File: config.mk
export PLATFORM = sky130hd
export DESIGN_NAME = start_length_xor_frame_parser_top
export DESIGN_NICKNAME = d
export VERILOG_FILES = /design/src/design/sljp_pkg.sv /design/src/design/start_length_xor_frame_parser_top.sv /design/src/design/sljp_cfg_regs.sv /design/src/design/sljp_in_stage.sv /design/src/design/sljp_parser.sv
export SDC_FILE = /design/constraint.sdc
export NUM_CORES = 1
export LEC_CHECK = 0
export ABC_AREA = 1
export BUFFER_PORTS_ARGS = -buffer_cell sky130_fd_sc_hd__buf_2
export CAP_MARGIN = 25
export CORE_MARGIN = 4
export CORE_UTILIZATION = 50
export DETAILED_ROUTE_END_ITERATION = 16
export PLACE_DENSITY = 0.67
export SLEW_MARGIN = 0
export SYNTH_ARGS = -nofsm -noshare
export SYNTH_HDL_FRONTEND = slang
export SYNTH_SLANG_ARGS = --single-unit
File: constraint.sdc
create_clock -name clk -period 2.12 [get_ports clk]
set_input_delay 0.212 -clock clk [delete_from_list [all_inputs] [get_ports clk]]
set_output_delay 0.212 -clock clk [all_outputs]
set_load 0.05 [all_outputs]
File: src/design/sljp_pkg.sv
// ----------------------------------------------------------------------------
// sljp_pkg
// Shared types, codes and widths for the start/length/XOR frame parser.
// ----------------------------------------------------------------------------
`default_nettype none

package sljp_pkg;

    localparam int BYTE_W     = 8;
    localparam int KIND_W     = 2;
    localparam int STATUS_W   = 2;
    localparam int CFG_IDX_W  = 1;
    localparam int IN_TDATA_W  = 8;
    localparam int OUT_TDATA_W = 24;

    localparam logic [BYTE_W-1:0] START_MARKER_RST = 8'h7E;
    localparam logic [BYTE_W-1:0] STOP_MARKER_RST  = 8'h7F;

    // configuration register indexes
    localparam logic [CFG_IDX_W-1:0] CFG_START_MARKER = 1'd0;
    localparam logic [CFG_IDX_W-1:0] CFG_STOP_MARKER  = 1'd1;

    // result kinds
    localparam logic [KIND_W-1:0] KIND_CMD    = 2'd0;
    localparam logic [KIND_W-1:0] KIND_DATA   = 2'd1;
    localparam logic [KIND_W-1:0] KIND_STATUS = 2'd2;

    // frame status codes
    localparam logic [STATUS_W-1:0] ST_OK      = 2'd0;
    localparam logic [STATUS_W-1:0] ST_SHORT   = 2'd1;
    localparam logic [STATUS_W-1:0] ST_BADSTOP = 2'd2;
    localparam logic [STATUS_W-1:0] ST_BADXOR  = 2'd3;

    typedef struct packed {
        logic [BYTE_W-1:0] start_marker;
        logic [BYTE_W-1:0] stop_marker;
    } cfg_t;

    typedef struct packed {
        logic [KIND_W-1:0]   item_kind;
        logic [BYTE_W-1:0]   out_byte;
        logic [STATUS_W-1:0] frame_status;
        logic [BYTE_W-1:0]   data_count;
    } result_t;

endpackage

`default_nettype wire

File: src/design/start_length_xor_frame_parser_top.sv
// ----------------------------------------------------------------------------
// start_length_xor_frame_parser_top
// Streams command and data bytes out of start/length/XOR/stop framed input
// and reports one status transaction per frame.
// ----------------------------------------------------------------------------
//
//   channel   direction  handshake            payload
//   s_axis    in         s_tvalid / s_tready  s_tdata[7:0] = in_byte
//   m_axis    out        m_tvalid / m_tready  m_tdata = out_byte, frame_status,
//                                             data_count; m_tuser = item_kind
//   cfg       in         cfg_valid/cfg_ready  cfg_index, cfg_data
//
// Rate: one input transaction per clock while m_tready is high; a byte
//   passes through the input register, the frame state machine and the
//   result register, and its result is on m_tdata once both registers have
//   taken it.
// Reset: rst_n clears the markers to 0x7E / 0x7F and puts the parser in hunt.
// Stalls: when m_tready is low a waiting result holds in the result register
//   and the input register takes a byte only while empty; then s_tready drops.
// cfg_ready is always high; markers should be changed only when idle.
// ----------------------------------------------------------------------------
`default_nettype none

module start_length_xor_frame_parser_top
    import sljp_pkg::*;
(
    input  wire logic                   clk,
    input  wire logic                   rst_n,
    // input byte stream
    input  wire logic                   s_tvalid,
    output logic                        s_tready,
    input  wire logic [IN_TDATA_W-1:0]  s_tdata,   // [7:0] in_byte
    // result stream
    output logic                        m_tvalid,
    input  wire logic                   m_tready,
    output logic [OUT_TDATA_W-1:0]      m_tdata,   // [7:0] out_byte,
                                                   // [9:8] frame_status,
                                                   // [17:10] data_count,
                                                   // [23:18] zero
    output logic [KIND_W-1:0]           m_tuser,   // [1:0] item_kind
    // configuration writes
    input  wire logic                   cfg_valid,
    output logic                        cfg_ready,
    input  wire logic [CFG_IDX_W-1:0]   cfg_index, // 0 start_marker, 1 stop_marker
    input  wire logic [BYTE_W-1:0]      cfg_data
);

    cfg_t              cfg;
    logic              q_valid;
    logic              q_ready;
    logic [BYTE_W-1:0] q_byte;
    result_t           item;

    sljp_cfg_regs u_cfg (
        .clk       (clk),
        .rst_n     (rst_n),
        .cfg_valid (cfg_valid),
        .cfg_ready (cfg_ready),
        .cfg_index (cfg_index),
        .cfg_data  (cfg_data),
        .cfg       (cfg)
    );

    // input register slice
    sljp_in_stage u_in (
        .clk     (clk),
        .rst_n   (rst_n),
        .s_valid (s_tvalid),
        .s_ready (s_tready),
        .s_byte  (s_tdata[7:0]),
        .q_valid (q_valid),
        .q_ready (q_ready),
        .q_byte  (q_byte)
    );

    // frame state machine and result register
    sljp_parser u_parser (
        .clk       (clk),
        .rst_n     (rst_n),
        .cfg       (cfg),
        .in_valid  (q_valid),
        .in_ready  (q_ready),
        .in_byte   (q_byte),
        .out_valid (m_tvalid),
        .out_ready (m_tready),
        .out_item  (item)
    );

    assign m_tdata = {6'd0, item.data_count, item.frame_status, item.out_byte};
    assign m_tuser = item.item_kind;

endmodule

`default_nettype wire

File: src/design/sljp_cfg_regs.sv
// ----------------------------------------------------------------------------
// sljp_cfg_regs
// Marker registers written over the configuration channel.
// ----------------------------------------------------------------------------
`default_nettype none

module sljp_cfg_regs
    import sljp_pkg::*;
(
    input  wire logic                 clk,
    input  wire logic                 rst_n,
    input  wire logic                 cfg_valid,
    output logic                      cfg_ready,
    input  wire logic [CFG_IDX_W-1:0] cfg_index,
    input  wire logic [BYTE_W-1:0]    cfg_data,
    output cfg_t                      cfg
);

    cfg_t cfg_reg;

    assign cfg_ready = 1'b1;
    assign cfg       = cfg_reg;

    always_ff @(posedge clk or negedge rst_n)
    begin
        if (!rst_n)
        begin
            cfg_reg.start_marker <= START_MARKER_RST;
            cfg_reg.stop_marker  <= STOP_MARKER_RST;
        end
        else if (cfg_valid)
        begin
            unique case (cfg_index)
                CFG_START_MARKER: cfg_reg.start_marker <= cfg_data;
                CFG_STOP_MARKER:  cfg_reg.stop_marker  <= cfg_data;
                default:          cfg_reg <= cfg_reg;
            endcase
        end
    end

endmodule

`default_nettype wire

File: src/design/sljp_in_stage.sv
// ----------------------------------------------------------------------------
// sljp_in_stage
// Input register slice holding one received byte for the parser.
// ----------------------------------------------------------------------------
`default_nettype none

module sljp_in_stage
    import sljp_pkg::*;
(
    input  wire logic              clk,
    input  wire logic              rst_n,
    input  wire logic              s_valid,
    output logic                   s_ready,
    input  wire logic [BYTE_W-1:0] s_byte,
    output logic                   q_valid,
    input  wire logic              q_ready,
    output logic [BYTE_W-1:0]      q_byte
);

    logic              valid_reg;
    logic [BYTE_W-1:0] byte_reg;

    assign s_ready = !valid_reg || q_ready;
    assign q_valid = valid_reg;
    assign q_byte  = byte_reg;

    always_ff @(posedge clk or negedge rst_n)
    begin
        if (!rst_n)
        begin
            valid_reg <= 1'b0;
        end
        else if (s_ready)
        begin
            valid_reg <= s_valid;
        end
    end

    always_ff @(posedge clk)
    begin
        if (s_valid && s_ready)
        begin
            byte_reg <= s_byte;
        end
    end

endmodule

`default_nettype wire

File: src/design/sljp_parser.sv
// ----------------------------------------------------------------------------
// sljp_parser
// Frame state machine with its result register; one byte per cycle unless a waiting result stalls it.
// ----------------------------------------------------------------------------
`default_nettype none

module sljp_parser
    import sljp_pkg::*;
(
    input  wire logic              clk,
    input  wire logic              rst_n,
    input  wire cfg_t              cfg,
    input  wire logic              in_valid,
    output logic                   in_ready,
    input  wire logic [BYTE_W-1:0] in_byte,
    output logic                   out_valid,
    input  wire logic              out_ready,
    output result_t                out_item
);

    typedef enum logic [2:0] {
        PH_HUNT  = 3'd0,
        PH_LEN   = 3'd1,
        PH_CMD   = 3'd2,
        PH_DATA  = 3'd3,
        PH_CHECK = 3'd4,
        PH_STOP  = 3'd5
    } phase_t;

    phase_t            phase_reg, phase_next;
    logic [BYTE_W-1:0] length_reg, length_next;
    logic [BYTE_W-1:0] left_reg, left_next;
    logic [BYTE_W-1:0] xor_reg, xor_next;
    logic [BYTE_W-1:0] check_reg, check_next;
    logic              out_valid_reg;
    result_t           item_reg, item_next;
    logic              emit;
    logic              step;
    logic [BYTE_W-1:0] left_dec;

    assign in_ready  = !out_valid_reg || out_ready;
    assign step      = in_valid && in_ready;
    assign out_valid = out_valid_reg;
    assign out_item  = item_reg;
    assign left_dec  = left_reg - 8'd1;

    always_comb
    begin
        phase_next  = phase_reg;
        length_next = length_reg;
        left_next   = left_reg;
        xor_next    = xor_reg;
        check_next  = check_reg;
        emit        = 1'b0;
        item_next   = '0;
        unique case (phase_reg)
            PH_LEN:
            begin
                length_next = in_byte;
                xor_next    = in_byte;
                if (in_byte == '0)
                begin
                    left_next  = '0;
                    phase_next = PH_CHECK;
                end
                else
                begin
                    left_next  = in_byte - 8'd1;
                    phase_next = PH_CMD;
                end
            end
            PH_CMD:
            begin
                xor_next           = xor_reg ^ in_byte;
                phase_next         = (left_reg != '0) ? PH_DATA : PH_CHECK;
                emit               = 1'b1;
                item_next.item_kind = KIND_CMD;
                item_next.out_byte  = in_byte;
            end
            PH_DATA:
            begin
                xor_next  = xor_reg ^ in_byte;
                left_next = left_dec;
                if (left_dec == '0)
                begin
                    phase_next = PH_CHECK;
                end
                emit                = 1'b1;
                item_next.item_kind = KIND_DATA;
                item_next.out_byte  = in_byte;
            end
            PH_CHECK:
            begin
                check_next = in_byte;
                phase_next = PH_STOP;
            end
            PH_STOP:
            begin
                phase_next          = PH_HUNT;
                emit                = 1'b1;
                item_next.item_kind = KIND_STATUS;
                if (length_reg == '0)
                begin
                    item_next.frame_status = ST_SHORT;
                end
                else
                begin
                    item_next.data_count = length_reg - 8'd1;
                    if (in_byte != cfg.stop_marker)
                    begin
                        item_next.frame_status = ST_BADSTOP;
                    end
                    else if (check_reg != xor_reg)
                    begin
                        item_next.frame_status = ST_BADXOR;
                    end
                    else
                    begin
                        item_next.frame_status = ST_OK;
                    end
                end
            end
            default:
            begin
                // hunting; unused phase codes land here too
                if (in_byte == cfg.start_marker)
                begin
                    phase_next  = PH_LEN;
                    length_next = '0;
                    left_next   = '0;
                    xor_next    = '0;
                    check_next  = '0;
                end
                else
                begin
                    phase_next = PH_HUNT;
                end
            end
        endcase
    end

    always_ff @(posedge clk or negedge rst_n)
    begin
        if (!rst_n)
        begin
            phase_reg     <= PH_HUNT;
            length_reg    <= '0;
            left_reg      <= '0;
            xor_reg       <= '0;
            check_reg     <= '0;
            out_valid_reg <= 1'b0;
            item_reg      <= '0;
        end
        else
        begin
            if (step)
            begin
                phase_reg  <= phase_next;
                length_reg <= length_next;
                left_reg   <= left_next;
                xor_reg    <= xor_next;
                check_reg  <= check_next;
            end
            if (step && emit)
            begin
                out_valid_reg <= 1'b1;
                item_reg      <= item_next;
            end
            else if (out_ready)
            begin
                out_valid_reg <= 1'b0;
            end
        end
    end

    // a command byte always yields a command result on the next cycle
    a_cmd_emits: assert property (@(posedge clk) disable iff (!rst_n)
        (step && phase_reg == PH_CMD) |=>
            (out_valid_reg && item_reg.item_kind == KIND_CMD))
        else $error("command byte did not produce a command result");

    // the stop byte always returns the parser to hunting
    a_stop_hunts: assert property (@(posedge clk) disable iff (!rst_n)
        (step && phase_reg == PH_STOP) |=> (phase_reg == PH_HUNT))
        else $error("parser did not return to hunting after stop byte");

    // byte results carry no status or count
    a_byte_clean: assert property (@(posedge clk) disable iff (!rst_n)
        (out_valid_reg && item_reg.item_kind != KIND_STATUS) |->
            (item_reg.frame_status == ST_OK && item_reg.data_count == '0))
        else $error("byte result carries status fields");

    // status results carry a zero byte
    a_status_clean: assert property (@(posedge clk) disable iff (!rst_n)
        (out_valid_reg && item_reg.item_kind == KIND_STATUS) |->
            (item_reg.out_byte == '0))
        else $error("status result carries a nonzero byte");

endmodule

`default_nettype wire

* After elaboration in Yosys (flattened, before gate mapping)
Cells that the tools add are included.
** Word-level totals
- Flip-flop bits (word level) :: 81
- Bits in latches :: 0
- Memory bits (writable) :: 0
- Memory bits (read-only) :: 0
- Bits of input ports :: 22
- Word-level logic and storage cells :: 82
- Memories :: 0
** Operators by class
- Add/subtract/negate cells :: 3
- Multiply operators :: 0
- Divide/modulo/power cells :: 0
- Magnitude comparators :: 0
- Eq/ne operators :: 9
- Shift-type cells :: 0
- Multiplexer cells :: 21
- Bitwise logic cells :: 6
- Reductions and logical operators :: 29
** Operators by type and width (number)
- 8-bit case mux with 3 select lines :: 2
- 8-bit two-way mux :: 4
- 8-bit case mux with 2 select lines :: 2
- 8-bit zero test :: 3
- 8-bit by 1-bit subtractor with 8-bit output (second input constant) :: 3
- 8-bit inequality test :: 2
- 3-bit case mux with 5 select lines :: 1
- 3-bit AND reduction :: 4
- 10-bit two-way mux :: 1
- 3-bit two-way mux :: 3
- 8-bit == test :: 1
- 8-bit nonzero test :: 1
- 4-bit OR reduction :: 2
- 8-bit bitwise XOR :: 1
- 3-bit by 2-bit == test with 1-bit output (second input constant) :: 2
- 3-bit == test (second input constant) :: 2
- 2-bit two-way mux :: 3
- 2-bit AND reduction :: 3
- 2-bit nonzero test :: 3
- 3-bit nonzero test :: 2
- 3-bit OR reduction :: 2
- 1-bit inverter :: 5
- 1-bit two-way mux :: 4
- 2-bit case mux with 2 select lines :: 1
- 6 further kinds :: 11

* Longest topological paths before layout
Gate-level depths: netlist (run 1).
- Depth after elaboration :: 5
- Gate-level depth with buffers :: 11
- Depth with buffers taken out :: 11

* Cells and area by module
A second synthesis (run 1) with hierarchy kept.
** Second synthesis, totals
- Cells, all modules :: 563
- Area total of the unflattened synthesis :: 4505.6 µm²
** Modules (own cells, without submodules)
- sljp_parser :: times used 1, cells each 470, area an instance 3480.8 µm², seq. area each 1401.3 µm²
- sljp_cfg_regs :: times used 1, cells each 72, area an instance 690.7 µm², seq. area each 416.6 µm²
- sljp_in_stage :: times used 1, cells each 14, area an instance 285.3 µm², seq. area each 265.3 µm²
- start_length_xor_frame_parser_top :: times used 1, cells each 7, area an instance 48.8 µm², seq. area each 0.0 µm²

* Least setup slack after synthesis (run 1)
OpenSTA, ideal clock, no wires.
- Kind :: reg2reg
- From :: register u_parser.out_valid_reg, in the netlist u_parser.out_valid
- To :: register u_in.byte_reg[0], in the netlist u_in.q_byte[0], enable pin
- Data arrival time :: 1618 ps
- Data required time :: 1845 ps
- Path slack :: 227 ps
- Cell stages (with the launch flop) :: 4
- Path buffers :: 0
- Cell sequence :: dfrtp_1 > nand3_1 > nand2_1 > inv_1
** Between the ends
- Longest elaborated chain between the ends :: 4
** RTL lines
- from (decl) :: RTL line sljp_parser.sv:35 : logic out_valid_reg;
- from (signal assigned) :: RTL line sljp_parser.sv:151 : out_valid_reg <= 1'b0;
- from (signal assigned) :: RTL line sljp_parser.sv:166 : out_valid_reg <= 1'b1;
- from (signal assigned) :: RTL line sljp_parser.sv:171 : out_valid_reg <= 1'b0;
- 1-bit zero test :: RTL line sljp_parser.sv:41 : assign in_ready = !out_valid_reg || out_ready;
- 1-bit logical OR :: RTL line sljp_parser.sv:41
- 1-bit logical OR :: RTL line sljp_in_stage.sv:23 : assign s_ready = !valid_reg || q_ready;
- via s_tready :: RTL line start_length_xor_frame_parser_top.sv:31 : output logic s_tready,
- 1-bit logical AND :: RTL line sljp_in_stage.sv:41 : if (s_valid && s_ready)
- to (signal assigned) :: RTL line sljp_in_stage.sv:43 : byte_reg <= s_byte;
- to (decl) :: RTL line sljp_in_stage.sv:21 : logic [BYTE_W-1:0] byte_reg;
The timed path passes the listed nets, and every way through them passes these cells.
A chain may end at the register's enable or synchronous reset.

* Worst setup path in the final report (run 1)
- From :: register u_in.byte_reg[5], in the netlist u_in.q_byte[5]
- To :: register u_parser.left_reg[1]
** Between the ends
- Longest elaborated chain between the ends :: 3
** RTL lines
- 8-bit == test / 8-bit zero test (equally long branches) :: RTL line sljp_parser.sv:126, sljp_parser.sv:61
- 3-bit nonzero test (no line) / 8-bit two-way mux (equally long branches)
- 3-bit AND reduction (no line) / 8-bit case mux with 3 select lines (equally long branches)
- to (signal assigned) :: RTL line sljp_parser.sv:160 : left_reg <= left_next;
- to (decl) :: RTL line sljp_parser.sv:32 : logic [BYTE_W-1:0] left_reg, left_next;
Several ways; a longest one is shown, not always the timed one.

==> results of run 1 <==
cell families (layout without fill, tap and decap cells):
logic type / count (synthesis) / count (layout) / share of synthesized area
AND/OR/NAND/NOR: 249 / 249 / 0.2377
flip-flops: 81 / 81 / 0.4752
AO/OA/AOI/OAI: 78 / 78 / 0.1079
buffers and inverters: 78 / 121 / 0.08447
XOR/XNOR: 38 / 38 / 0.07591
adder cells (fa/ha/maj): 6 / 6 / 0.01712
other: 2 / 7 / 0.001713
worst max-delay path by stage:
stage / start / slack [ns] / cells after the start / to
finish: u_in.q_byte[5]$_DFFE_PP_ / 0.27 / 8 / u_parser.left_reg[1]$_DFFE_PN0P_
global route: u_in.q_byte[5]$_DFFE_PP_ / 0.05 / 8 / u_parser.left_reg[4]$_DFFE_PN0P_
CTS: u_in.q_byte[5]$_DFFE_PP_ / 0.24 / 8 / u_parser.left_reg[1]$_DFFE_PN0P_
detailed placement: u_in.q_byte[5]$_DFFE_PP_ / 0.25 / 8 / u_parser.left_reg[1]$_DFFE_PN0P_
global placement: u_in.q_byte[4]$_DFFE_PP_ / 0.30 / 8 / u_parser.length_reg[3]$_DFFE_PN0P_
floorplan: u_parser.out_valid$_DFFE_PN0P_ / 0.23 / 3 / u_in.q_byte[0]$_DFFE_PP_
layout make-up:
| type | instances | area [um2] |
|---|---|---|
| Clock buffer | 14 | 162.7 |
| Clock inverter | 2 | 12.51 |
| Fill cell | 825 | 3557 |
| Inverter | 56 | 210.2 |
| Multi-Input combinational cell | 378 | 1949 |
| Sequential cell | 81 | 2083 |
| Tap cell | 105 | 131.4 |
| Timing Repair Buffer | 49 | 275.3 |
power by group:
part	internal, uW	switching (uW)	total, uW
Sequential	2070	456	2520
Clock	490	554	1040
Combinational	1040	2220	3260
Total	3600	3230	6830
synthesized netlist by cell type (all sizes together) (2+ instances only):
master,instances
nand2,176
dfrtp,60
o21ai,59
inv,56
nor2,36
nand3,27
xnor2,22
buf,19
xor2,16
dfstp,13
edfxtp,8
o31ai,7
ha,6
a21oi,5
nor3,5
nand4,4
clkbuf,3
o22ai,3
a22oi,2
conb,2
critical path: stages (launching register included):
cell	delay, ns
sky130_fd_sc_hd__edfxtp_1	0.61
sky130_fd_sc_hd__xnor2_1	0.24
sky130_fd_sc_hd__nand2_1	0.06
sky130_fd_sc_hd__nor2_1	0.18
sky130_fd_sc_hd__nand2_2	0.13
sky130_fd_sc_hd__nand2_2	0.11
sky130_fd_sc_hd__nand3_2	0.20
sky130_fd_sc_hd__nand2_1	0.12
sky130_fd_sc_hd__o21ai_1	0.08
per-stage QoR:
step                      power (uW)    util  hold WS (ns)  worst slack, ns
after floorplan                 5047       -      -0.08359           0.2272
final                           6833  0.5756       0.02530           0.2653
after CTS                       6830  0.5756       0.02157           0.2363
after global routing            7400  0.5756       0.01672          0.04980
after global placement          5712  0.5535        0.2960           0.3006
after detailed placement        5792  0.5535        0.2998           0.2511
routing by layer:
| metal | GRT usage | up-vias | routed length [um] |
|---|---|---|---|
| li1 | - | 1758 | - |
| met1 | 0.2835 | 1603 | 4558 |
| met2 | 0.3229 | 94 | 4495 |
| met3 | 0.03099 | 18 | 440 |
| met4 | 0.07362 | 0 | 238 |
| met5 | 0 | - | 0 |
what timing repair did:
action / CTS / global route
endpoints found under the hold margin: 13 / 0
hold buffers: 1 / 0
buffers inserted: 0 / 0
==> flow_summary.rst, run 1 <==
.. list-table::
   :header-rows: 1

   * - Metric
     - Value
   * - Yosys warning count
     - 0
   * - Layout area overhead
     - 10.05%
   * - Largest fanout on the critical path
     - 10
   * - Site row count
     - 33
   * - Pin count of the biggest net entering global routing
     - 30
   * - Overall die width
     - 101.6 um
   * - Number of DRC violations after detailed routing
     - 0
   * - FMAX
     - 539.2 MHz
   * - Max-slew violations
     - 0
   * - Capturing point of the worst reg2reg path
     - u_parser.left_reg[1]$_DFFE_PN0P_
   * - Reg-to-reg startpoint
     - u_in.q_byte[5]$_DFFE_PP_
   * - Full die area
     - 10330 um2
   * - Die Height
     - 101.6 um
   * - Leakage
     - 0.002392 uW
   * - Number of cells in the finished layout apart from fillers
     - 685
   * - Cell types occupying the most area after synthesis
     - sky130_fd_sc_hd__dfrtp_1, sky130_fd_sc_hd__nand2_1, sky130_fd_sc_hd__dfstp_2, sky130_fd_sc_hd__edfxtp_1, sky130_fd_sc_hd__o21ai_0
   * - Syn_area_per_cell
     - 8.241 um2
   * - Flip-flop count of the largest register after layout
     - 20
   * - Clk Latency, worst-skew pair
     - 0.36 ns
   * - Slack of the worst reg-to-reg path
     - 0.27 ns
   * - I/O Buffers
     - 43
   * - Wire per inst
     - 14.21 um
   * - Setup-violating endpoint count in the final report
     - 0
   * - Number of diodes
     - 0
   * - Unrepaired setup endpoints after global routing
     - false
   * - Total standard cell area after synthesis
     - 4384 um2
   * - Number of endpoints with negative hold slack in the final report
     - 0
   * - Aggregate global routing overflow
     - 0
   * - Class of the most critical setup path
     - reg2reg
   * - Ratio of cells with drive above 1 in the final layout
     - 0.1810
   * - Count of clock tree sinks
     - 81
   * - Vias per cell
     - 5.070
   * - Class of the tightest hold or removal check
     - in2reg
   * - H-tree depth reported by CTS
     - 3
   * - Fraction of registers with async set or reset after synthesis
     - 0.9012
   * - Most common flop cell mapped by yosys
     - sky130_fd_sc_hd__dfrtp_1
   * - Detailed-routing iteration count for the pre-antenna-repair pass
     - 4
   * - Count of flip-flops with a built-in enable after synthesis
     - 8
   * - Length in cells of the worst reg-to-reg path
     - 8
   * - Residual antenna-violating net count after detailed routing
     - 0
   * - Final routed wirelength across all metal layers
     - 9732 um
   * - Initial Util
     - 0.5231
   * - Global-route wire length before repair
     - 16370 um
   * - Worst path arrival time
     - 2.10 ns
   * - Post-route fraction of the period consumed by the critical path
     - 0.8748
   * - PD cells
     - 1416 nW/um2
   * - Design Area, Final
     - 4825 um2
   * - Fraction of post-synthesis cell area in the top cell type by area
     - 0.3425
   * - Maximum vdd ir drop
     - 0.0004990 V
   * - Worst slew pin tran
     - 0.7233 ns
   * - Commonest non-fill, non-tap cell in the layout
     - sky130_fd_sc_hd__nand2_1
   * - Max-cap violations
     - 0
   * - Endpoint of the worst hold-timing path
     - u_in.q_byte[7]$_DFFE_PP_
   * - Relative max-transition margin
     - 0.5178
   * - Clock tree from TritonCTS
     - yes
   * - Data required time at the worst endpoint
     - 2.36 ns
   * - Post-layout min period
     - 1.855 ns
   * - Detailed Place HPWL
     - 7192 um
   * - Total number of vias
     - 3473
   * - Cells after synthesis
     - 532
   * - Worst Clk Skew
     - 0.01090 ns
   * - Number of synthesized register bits
     - 81
   * - Library cell occupying the most area in the post-synthesis netlist
     - sky130_fd_sc_hd__dfrtp_1
   * - Initial antenna violation count
     - 0
   * - Vias in the first global route
     - 3384
   * - Top Ports
     - 51
   * - Max Root-Sink Buffers
     - 2
   * - Yosys cell types
     - 34
   * - Cells on Worst Hold Path
     - 1
   * - Hold path startpoint
     - s_tdata[7]
   * - Instance count after placement with tap cells included
     - 668
   * - CTS Root Cell
     - sky130_fd_sc_hd__clkbuf_8
   * - Post-CTS sizing
     - 0
   * - Standard cell core area
     - 8382 um2
   * - Post-synthesis sequential area ratio
     - 0.4752
   * - Cell area after placement
     - 4639 um2
   * - Drt initial violations
     - 240
   * - Result of the run
     - finished clean
   * - Worst Setup Start Kind
     - flop
   * - Most frequent cells in the layout
     - sky130_fd_sc_hd__nand2_1, sky130_fd_sc_hd__dfrtp_1, sky130_fd_sc_hd__inv_1, sky130_fd_sc_hd__o21ai_0, sky130_fd_sc_hd__buf_2
   * - Net count reported at finish
     - 603
   * - Clock edge transition at the registers on the reported setup and hold paths
     - 0.08 ns
   * - Placer Congestion
     - 0.9281
   * - Final total negative setup slack
     - 0 ns
   * - GRT Resource Usage Total
     - 0.2034
   * - Kind of end point of the critical path
     - flop
   * - Number of CTS-inserted buffers
     - 9
No activity file was read; power rests on OpenSTA's default activity.
==> inputs of run 2 (changes only) <==
--- a/config.mk
+++ b/config.mk
@@ -9,9 +9,9 @@
 export BUFFER_PORTS_ARGS = -buffer_cell sky130_fd_sc_hd__buf_2
 export CAP_MARGIN = 25
 export CORE_MARGIN = 4
-export CORE_UTILIZATION = 50
+export CORE_UTILIZATION = 39
 export DETAILED_ROUTE_END_ITERATION = 16
-export PLACE_DENSITY = 0.67
+export PLACE_DENSITY = 0.54
 export SLEW_MARGIN = 0
 export SYNTH_ARGS = -nofsm -noshare
 export SYNTH_HDL_FRONTEND = slang
==> run 2 against run 1 <==
- sequential share of layout area fell by 1.4 points
- global-route usage fell by 4.2 points
- via count shrank 1.8%
- sequential power barely moved
- clock skew is 0.0023 ns lower
- cell area grew 3.4%
- worst hold slack better by 0.025 ns
- setup slack better by 0.0016 ns
- critical endpoint is now u_parser.length_reg[4]$_DFFE_PN0P_
- largest cell class unchanged
==> flow_summary.rst, run 2 (same netlist as run 1, synthesis figures left out) <==
.. list-table::
   :header-rows: 1

   * - Metric
     - Value
   * - Unrepaired setup endpoints after global routing
     - false (unchanged)
   * - Flip-flop count of the largest register after layout
     - 20 (unchanged)
   * - Max-cap violations
     - 0 (unchanged)
   * - PD cells
     - 1470 nW/um2 (was 1416 nW/um2)
   * - Result of the run
     - finished clean (unchanged)
   * - Post-route fraction of the period consumed by the critical path
     - 0.8741 (was 0.8748)
   * - Leakage
     - 0.002446 uW (was 0.002392 uW)
   * - Max-slew violations
     - 0 (unchanged)
   * - Detailed-routing iteration count for the pre-antenna-repair pass
     - 4 (unchanged)
   * - GRT Resource Usage Total
     - 0.1615 (was 0.2034)
   * - Wire per inst
     - 13.78 um (was 14.21 um)
   * - Die Height
     - 114.0 um (was 101.6 um)
   * - Vias in the first global route
     - 3233 (was 3384)
   * - Clock tree from TritonCTS
     - yes (unchanged)
   * - Post-CTS sizing
     - 0 (unchanged)
   * - Largest fanout on the critical path
     - 16 (was 10)
   * - Number of diodes
     - 0 (unchanged)
   * - Class of the most critical setup path
     - reg2reg (unchanged)
   * - Commonest non-fill, non-tap cell in the layout
     - sky130_fd_sc_hd__nand2_1 (unchanged)
   * - Number of DRC violations after detailed routing
     - 0 (unchanged)
   * - Post-layout min period
     - 1.853 ns (was 1.855 ns)
   * - Final routed wirelength across all metal layers
     - 9897 um (was 9732 um)
   * - Layout area overhead
     - 13.81% (was 10.05%)
   * - Relative max-transition margin
     - 0.6253 (was 0.5178)
   * - Initial Util
     - 0.4009 (was 0.5231)
   * - Detailed Place HPWL
     - 7192 um (about the same)
   * - Standard cell core area
     - 10940 um2 (was 8382 um2)
   * - Final total negative setup slack
     - 0 ns (unchanged)
   * - H-tree depth reported by CTS
     - 3 (unchanged)
   * - I/O Buffers
     - 43 (unchanged)
   * - Ratio of cells with drive above 1 in the final layout
     - 0.1817 (was 0.1810)
   * - Number of endpoints with negative hold slack in the final report
     - 0 (unchanged)
   * - Placer Congestion
     - 0.8352 (was 0.9281)
   * - Pre-CTS WS
     - 0.2393 ns (was 0.2511 ns)
   * - Total number of vias
     - 3412 (was 3473)
   * - Initial antenna violation count
     - 0 (unchanged)
   * - Global-route wire length before repair
     - 16640 um (was 16370 um)
   * - Worst path setup slack after routing
     - 0.2669 ns (was 0.2653 ns)
   * - Class of the tightest hold or removal check
     - in2reg (unchanged)
   * - Aggregate global routing overflow
     - 0 (unchanged)
   * - Worst slew pin tran
     - 0.5600 ns (was 0.7233 ns)
   * - Full die area
     - 13000 um2 (was 10330 um2)
   * - Overall die width
     - 114.0 um (was 101.6 um)
   * - Number of CTS-inserted buffers
     - 9 (unchanged)
   * - Top Ports
     - 51 (unchanged)
   * - Kind of end point of the critical path
     - flop (unchanged)
   * - Maximum vdd ir drop
     - 0.0005544 V (was 0.0004990 V)
   * - Vias per cell
     - 4.752 (was 5.070)
   * - Setup-violating endpoint count in the final report
     - 0 (unchanged)
   * - Most frequent cells in the layout
     - sky130_fd_sc_hd__nand2_1, sky130_fd_sc_hd__dfrtp_1, sky130_fd_sc_hd__inv_1, sky130_fd_sc_hd__o21ai_0, sky130_fd_sc_hd__buf_2 (unchanged)
   * - Residual antenna-violating net count after detailed routing
     - 0 (unchanged)
   * - Data required time at the worst endpoint
     - 2.34 ns (was 2.36 ns)
   * - Site row count
     - 38 (was 33)
   * - Clock edge transition at the registers on the reported setup and hold paths
     - 0.06 ns (was 0.08 ns)
   * - Drt initial violations
     - 193 (was 240)
   * - Worst Setup Start Kind
     - flop (unchanged)
   * - Worst Clk Skew
     - 0.008613 ns (was 0.01090 ns)
   * - FMAX
     - 539.6 MHz (was 539.2 MHz)
   * - Clk Latency, worst-skew pair
     - 0.34 ns (was 0.36 ns)
   * - Pin count of the biggest net entering global routing
     - 74 (was 30)
   * - Count of clock tree sinks
     - 81 (unchanged)
   * - Worst path arrival time
     - 2.07 ns (was 2.10 ns)
   * - Net count reported at finish
     - 601 (was 603)
   * - CTS Root Cell
     - sky130_fd_sc_hd__clkbuf_16 (was sky130_fd_sc_hd__clkbuf_8)
   * - Max Root-Sink Buffers
     - 2 (unchanged)
run 2: through the flow:
step	hold slack (ns)	util	power (uW)	instance area, um2	instances
2_1_floorplan	-0.08359	-	5047	4403	537
3_3_place_gp	0.2778	0.4269	5766	4668	701
3_5_place_dp	0.2788	0.4269	5787	4668	701
4_1_cts	0.04259	0.4563	7402	4990	718
5_1_grt	0.04357	0.4563	7949	4990	718
6_report	0.04990	0.4563	7337	4990	718
run 2: layout make-up:
type                            instances  area [um2]
Sequential cell                        81        2083
Clock buffer                           14       295.3
Multi-Input combinational cell        378        1949
Clock inverter                          2       16.27
Inverter                               56       210.2
Fill cell                            1106        5946
Timing Repair Buffer                   47       260.3
Tap cell                              140       175.2
run 2: worst paths after layout:
kind | from | end | slack [ns] | cells after the start
worst max register to register | u_in.q_byte[5]$_DFFE_PP_ | u_parser.length_reg[4]$_DFFE_PN0P_ | 0.27 | 8
worst min register to register | u_parser.out_item[9]$_DFFE_PN0P_ | u_parser.out_item[9]$_DFFE_PN0P_ | 0.48 | 2
worst max-delay path | u_in.q_byte[5]$_DFFE_PP_ | u_parser.length_reg[4]$_DFFE_PN0P_ | 0.27 | 8
min in group asynchronous | rst_n | u_parser.out_item[4]$_DFFE_PN0P_ | 0.42 | 3
max in group asynchronous | rst_n | u_cfg.cfg[6]$_DFFE_PN1P_ | 1.31 | 3
worst min-delay path | s_tdata[6] | u_in.q_byte[6]$_DFFE_PP_ | 0.05 | 1
run 2: repair_timing:
item | 4_1_cts | 5_1_grt
setup buffers | 0 | 0
hold buffers | 1 | 0
endpoints found under the hold margin | 60 | 0
run 2: power breakdown:
| part | internal, uW | total (uW) | switching, uW |
|---|---|---|---|
| combinational | 1040 | 3230 | 2200 |
| clock | 966 | 1590 | 619 |
| sequential | 2070 | 2520 | 444 |
run 2: critical path, cell delays in order, from the launching register on:
cell and delay (ns):
sky130_fd_sc_hd__edfxtp_1 0.61, sky130_fd_sc_hd__xnor2_1 0.25, sky130_fd_sc_hd__nand2_1 0.07, sky130_fd_sc_hd__nor2_1 0.17, sky130_fd_sc_hd__nand2_2 0.14, sky130_fd_sc_hd__nand2_2 0.10
sky130_fd_sc_hd__nand3_4 0.20, sky130_fd_sc_hd__nand2_1 0.15, sky130_fd_sc_hd__o21ai_2 0.06
run 2: per-layer routing:
| layer | GRT usage | part of all wire | vias to the layer above |
|---|---|---|---|
| met5 | 0 | 0 | - |
| met4 | 0.03563 | 0.012 | 0 |
| met3 | 0.02918 | 0.048 | 9 |
| met2 | 0.2572 | 0.46 | 77 |
| met1 | 0.2306 | 0.48 | 1570 |
| li1 | - | - | 1756 |
==> inputs of run 3 (changes only) <==
--- a/config.mk
+++ b/config.mk
@@ -8,7 +8,6 @@
 export ABC_AREA = 1
 export BUFFER_PORTS_ARGS = -buffer_cell sky130_fd_sc_hd__buf_2
 export CAP_MARGIN = 25
-export CORE_MARGIN = 4
 export CORE_UTILIZATION = 39
 export DETAILED_ROUTE_END_ITERATION = 16
 export PLACE_DENSITY = 0.54
==> run 3 against run 2 <==
- sequential share of layout area up 0.87 points
- die area down 10%
- worst hold slack worse by 0.028 ns
- clock skew up 0.0014 ns
- sequential power about the same
==> flow_summary.rst, run 3 (same netlist as run 1, synthesis figures left out) <==
.. list-table::
   :header-rows: 1

   * - Metric
     - Value
   * - Clock edge transition at the registers on the reported setup and hold paths
     - 0.08 ns (was 0.06 ns)
   * - Site row count
     - 38 (unchanged)
   * - Final routed wirelength across all metal layers
     - 9902 um (was 9897 um)
   * - Class of the tightest hold or removal check
     - in2reg (unchanged)
   * - Hold_buf cts
     - 1 (unchanged)
   * - Drt initial violations
     - 206 (was 193)
   * - Data required time at the worst endpoint
     - 2.35 ns (was 2.34 ns)
   * - Number of CTS-inserted buffers
     - 9 (unchanged)
   * - Vias per cell
     - 4.813 (was 4.752)
   * - Residual antenna-violating net count after detailed routing
     - 0 (unchanged)
   * - Aggregate global routing overflow
     - 0 (unchanged)
   * - FMAX
     - 545.1 MHz (was 539.6 MHz)
   * - Overall die width
     - 108.0 um (was 114.0 um)
   * - Worst slew pin tran
     - 0.5968 ns (was 0.5600 ns)
   * - Max-slew violations
     - 0 (unchanged)
   * - Max-cap violations
     - 0 (unchanged)
   * - Vias in the first global route
     - 3256 (was 3233)
   * - Wire per inst
     - 13.75 um (was 13.78 um)
   * - Flip-flop count of the largest register after layout
     - 20 (unchanged)
   * - Max Root-Sink Buffers
     - 2 (unchanged)
   * - Layout area overhead
     - 11.50% (was 13.81%)
   * - Initial Util
     - 0.4027 (was 0.4009)
   * - Setup-violating endpoint count in the final report
     - 0 (unchanged)
   * - CTS Root Cell
     - sky130_fd_sc_hd__clkbuf_8 (was sky130_fd_sc_hd__clkbuf_16)
   * - Relative max-transition margin
     - 0.6021 (was 0.6253)
   * - Detailed Place HPWL
     - 7422 um (was 7192 um)
   * - I/O Buffers
     - 43 (unchanged)
   * - Minimum hold slack
     - 0.02220 ns (was 0.04990 ns)
   * - Largest fanout on the critical path
     - 8 (was 16)
   * - Placer Congestion
     - 0.8349 (was 0.8352)
   * - Leakage
     - 0.002405 uW (was 0.002446 uW)
   * - Kind of end point of the critical path
     - flop (unchanged)
   * - Net count reported at finish
     - 603 (was 601)
   * - Standard cell core area
     - 10890 um2 (was 10940 um2)
   * - Class of the most critical setup path
     - reg2reg (unchanged)
   * - Number of diodes
     - 0 (unchanged)
   * - Commonest non-fill, non-tap cell in the layout
     - sky130_fd_sc_hd__nand2_1 (unchanged)
   * - Die Height
     - 108.0 um (was 114.0 um)
   * - Result of the run
     - finished clean (unchanged)
   * - Count of clock tree sinks
     - 81 (unchanged)
   * - Initial antenna violation count
     - 0 (unchanged)
   * - Met2 GRT Util
     - 0.2889 (was 0.2572)
   * - Unrepaired setup endpoints after global routing
     - false (unchanged)
   * - Worst Clk Skew
     - 0.01002 ns (was 0.008613 ns)
   * - Worst path arrival time
     - 2.06 ns (was 2.07 ns)
   * - Top Ports
     - 51 (unchanged)
   * - Global-route wire length before repair
     - 16410 um (was 16640 um)
   * - PD cells
     - 1413 nW/um2 (was 1470 nW/um2)
   * - Final total negative setup slack
     - 0 ns (unchanged)
   * - Post-route fraction of the period consumed by the critical path
     - 0.8653 (was 0.8741)
   * - # Post-CTS Setup Buffers
     - 0 (unchanged)
   * - H-tree depth reported by CTS
     - 3 (unchanged)
   * - Most frequent cells in the layout
     - sky130_fd_sc_hd__nand2_1, sky130_fd_sc_hd__dfrtp_1, sky130_fd_sc_hd__inv_1, sky130_fd_sc_hd__o21ai_0, sky130_fd_sc_hd__buf_2 (unchanged)
   * - Ratio of cells with drive above 1 in the final layout
     - 0.1845 (was 0.1817)
   * - Post-CTS sizing
     - 0 (unchanged)
   * - Met3 track demand over resource in global routing
     - 0.03255 (was 0.02918)
   * - Pin count of the biggest net entering global routing
     - 34 (was 74)
   * - GRT Resource Usage Total
     - 0.1864 (was 0.1615)
   * - Maximum vdd ir drop
     - 0.0004784 V (was 0.0005544 V)
   * - Number of DRC violations after detailed routing
     - 0 (unchanged)
   * - Post-layout min period
     - 1.834 ns (was 1.853 ns)
   * - Met1 usage in global routing
     - 0.2529 (was 0.2306)
   * - Detailed-routing iteration count for the pre-antenna-repair pass
     - 4 (unchanged)
   * - Full die area
     - 11670 um2 (was 13000 um2)
   * - Total number of vias
     - 3465 (was 3412)
   * - Clock tree from TritonCTS
     - yes (unchanged)
   * - Highest-utilization routing layer at the global route stage
     - met2 (unchanged)
   * - Clk Latency, worst-skew pair
     - 0.36 ns (was 0.34 ns)
   * - Worst Setup Start Kind
     - flop (unchanged)
   * - Number of endpoints with negative hold slack in the final report
     - 0 (unchanged)
run 3: cell count changes in the layout (fill, tap and decap cells not counted), sizes merged:
cell	before	now
buf	46	48
bufinv	0	1
clkbuf	14	11
clkinv	0	2
run 3: worst paths after layout:
path | startpoint | endpoint | slack, ns | cells past startpoint
max in group asynchronous | rst_n | u_cfg.cfg[5]$_DFFE_PN1P_ | 1.07 | 3
hold / removal | s_tdata[0] | u_in.q_byte[0]$_DFFE_PP_ | 0.02 | 1
setup / recovery | u_in.q_byte[4]$_DFFE_PP_ | u_parser.check_reg[3]$_DFFE_PN0P_ | 0.29 | 6
min in group asynchronous | rst_n | u_parser.out_item[4]$_DFFE_PN0P_ | 0.38 | 2
hold reg to reg | u_parser.out_item[0]$_DFFE_PN0P_ | u_parser.out_item[0]$_DFFE_PN0P_ | 0.48 | 2
setup reg to reg | u_in.q_byte[4]$_DFFE_PP_ | u_parser.check_reg[3]$_DFFE_PN0P_ | 0.29 | 6
run 3: routing by layer:
metal / up-vias / part of all wire
met1: 1613 / 0.49
li1: 1756 / -
met3: 20 / 0.038
met4: 0 / 0.024
met2: 76 / 0.44
met5: - / 0
run 3: stage by stage:
stage | setup slack (ns) | util | instances | power (uW) | area (um2)
6_report | 0.2855 | 0.4490 | 720 | 6906 | 4888
5_1_grt | 0.06116 | 0.4490 | 720 | 7484 | 4888
4_1_cts | 0.2690 | 0.4490 | 720 | 6960 | 4888
3_5_place_dp | 0.2767 | 0.4301 | 703 | 5787 | 4683
3_3_place_gp | 0.2626 | 0.4301 | 703 | 5742 | 4683
2_1_floorplan | 0.2272 | - | 537 | 5047 | 4403
run 3: where the power goes:
part           internal (uW)  leakage, uW  switching, uW
registers               2070      0.00101            451
logic                   1040      0.00129           2200
clock network            574    0.0000996            575
total                   3680      0.00240           3220
run 3: cell type report:
class	instances	area, um2
clock buffers	11	141.4
clock inverters	5	53.80
fillers	1115	6000
inverters	56	210.2
multi-input cells	378	1949
flip-flops and latches	81	2083
well taps	140	175.2
repair buffers	49	275.3
run 3: worst max-delay path, cell delays in order (launching register included):
cell and delay (ns):
sky130_fd_sc_hd__edfxtp_1 0.59, sky130_fd_sc_hd__xnor2_1 0.25, sky130_fd_sc_hd__nand2_1 0.07, sky130_fd_sc_hd__nor2_1 0.16
sky130_fd_sc_hd__nand2_2 0.13, sky130_fd_sc_hd__a21oi_2 0.35, sky130_fd_sc_hd__o21ai_0 0.14
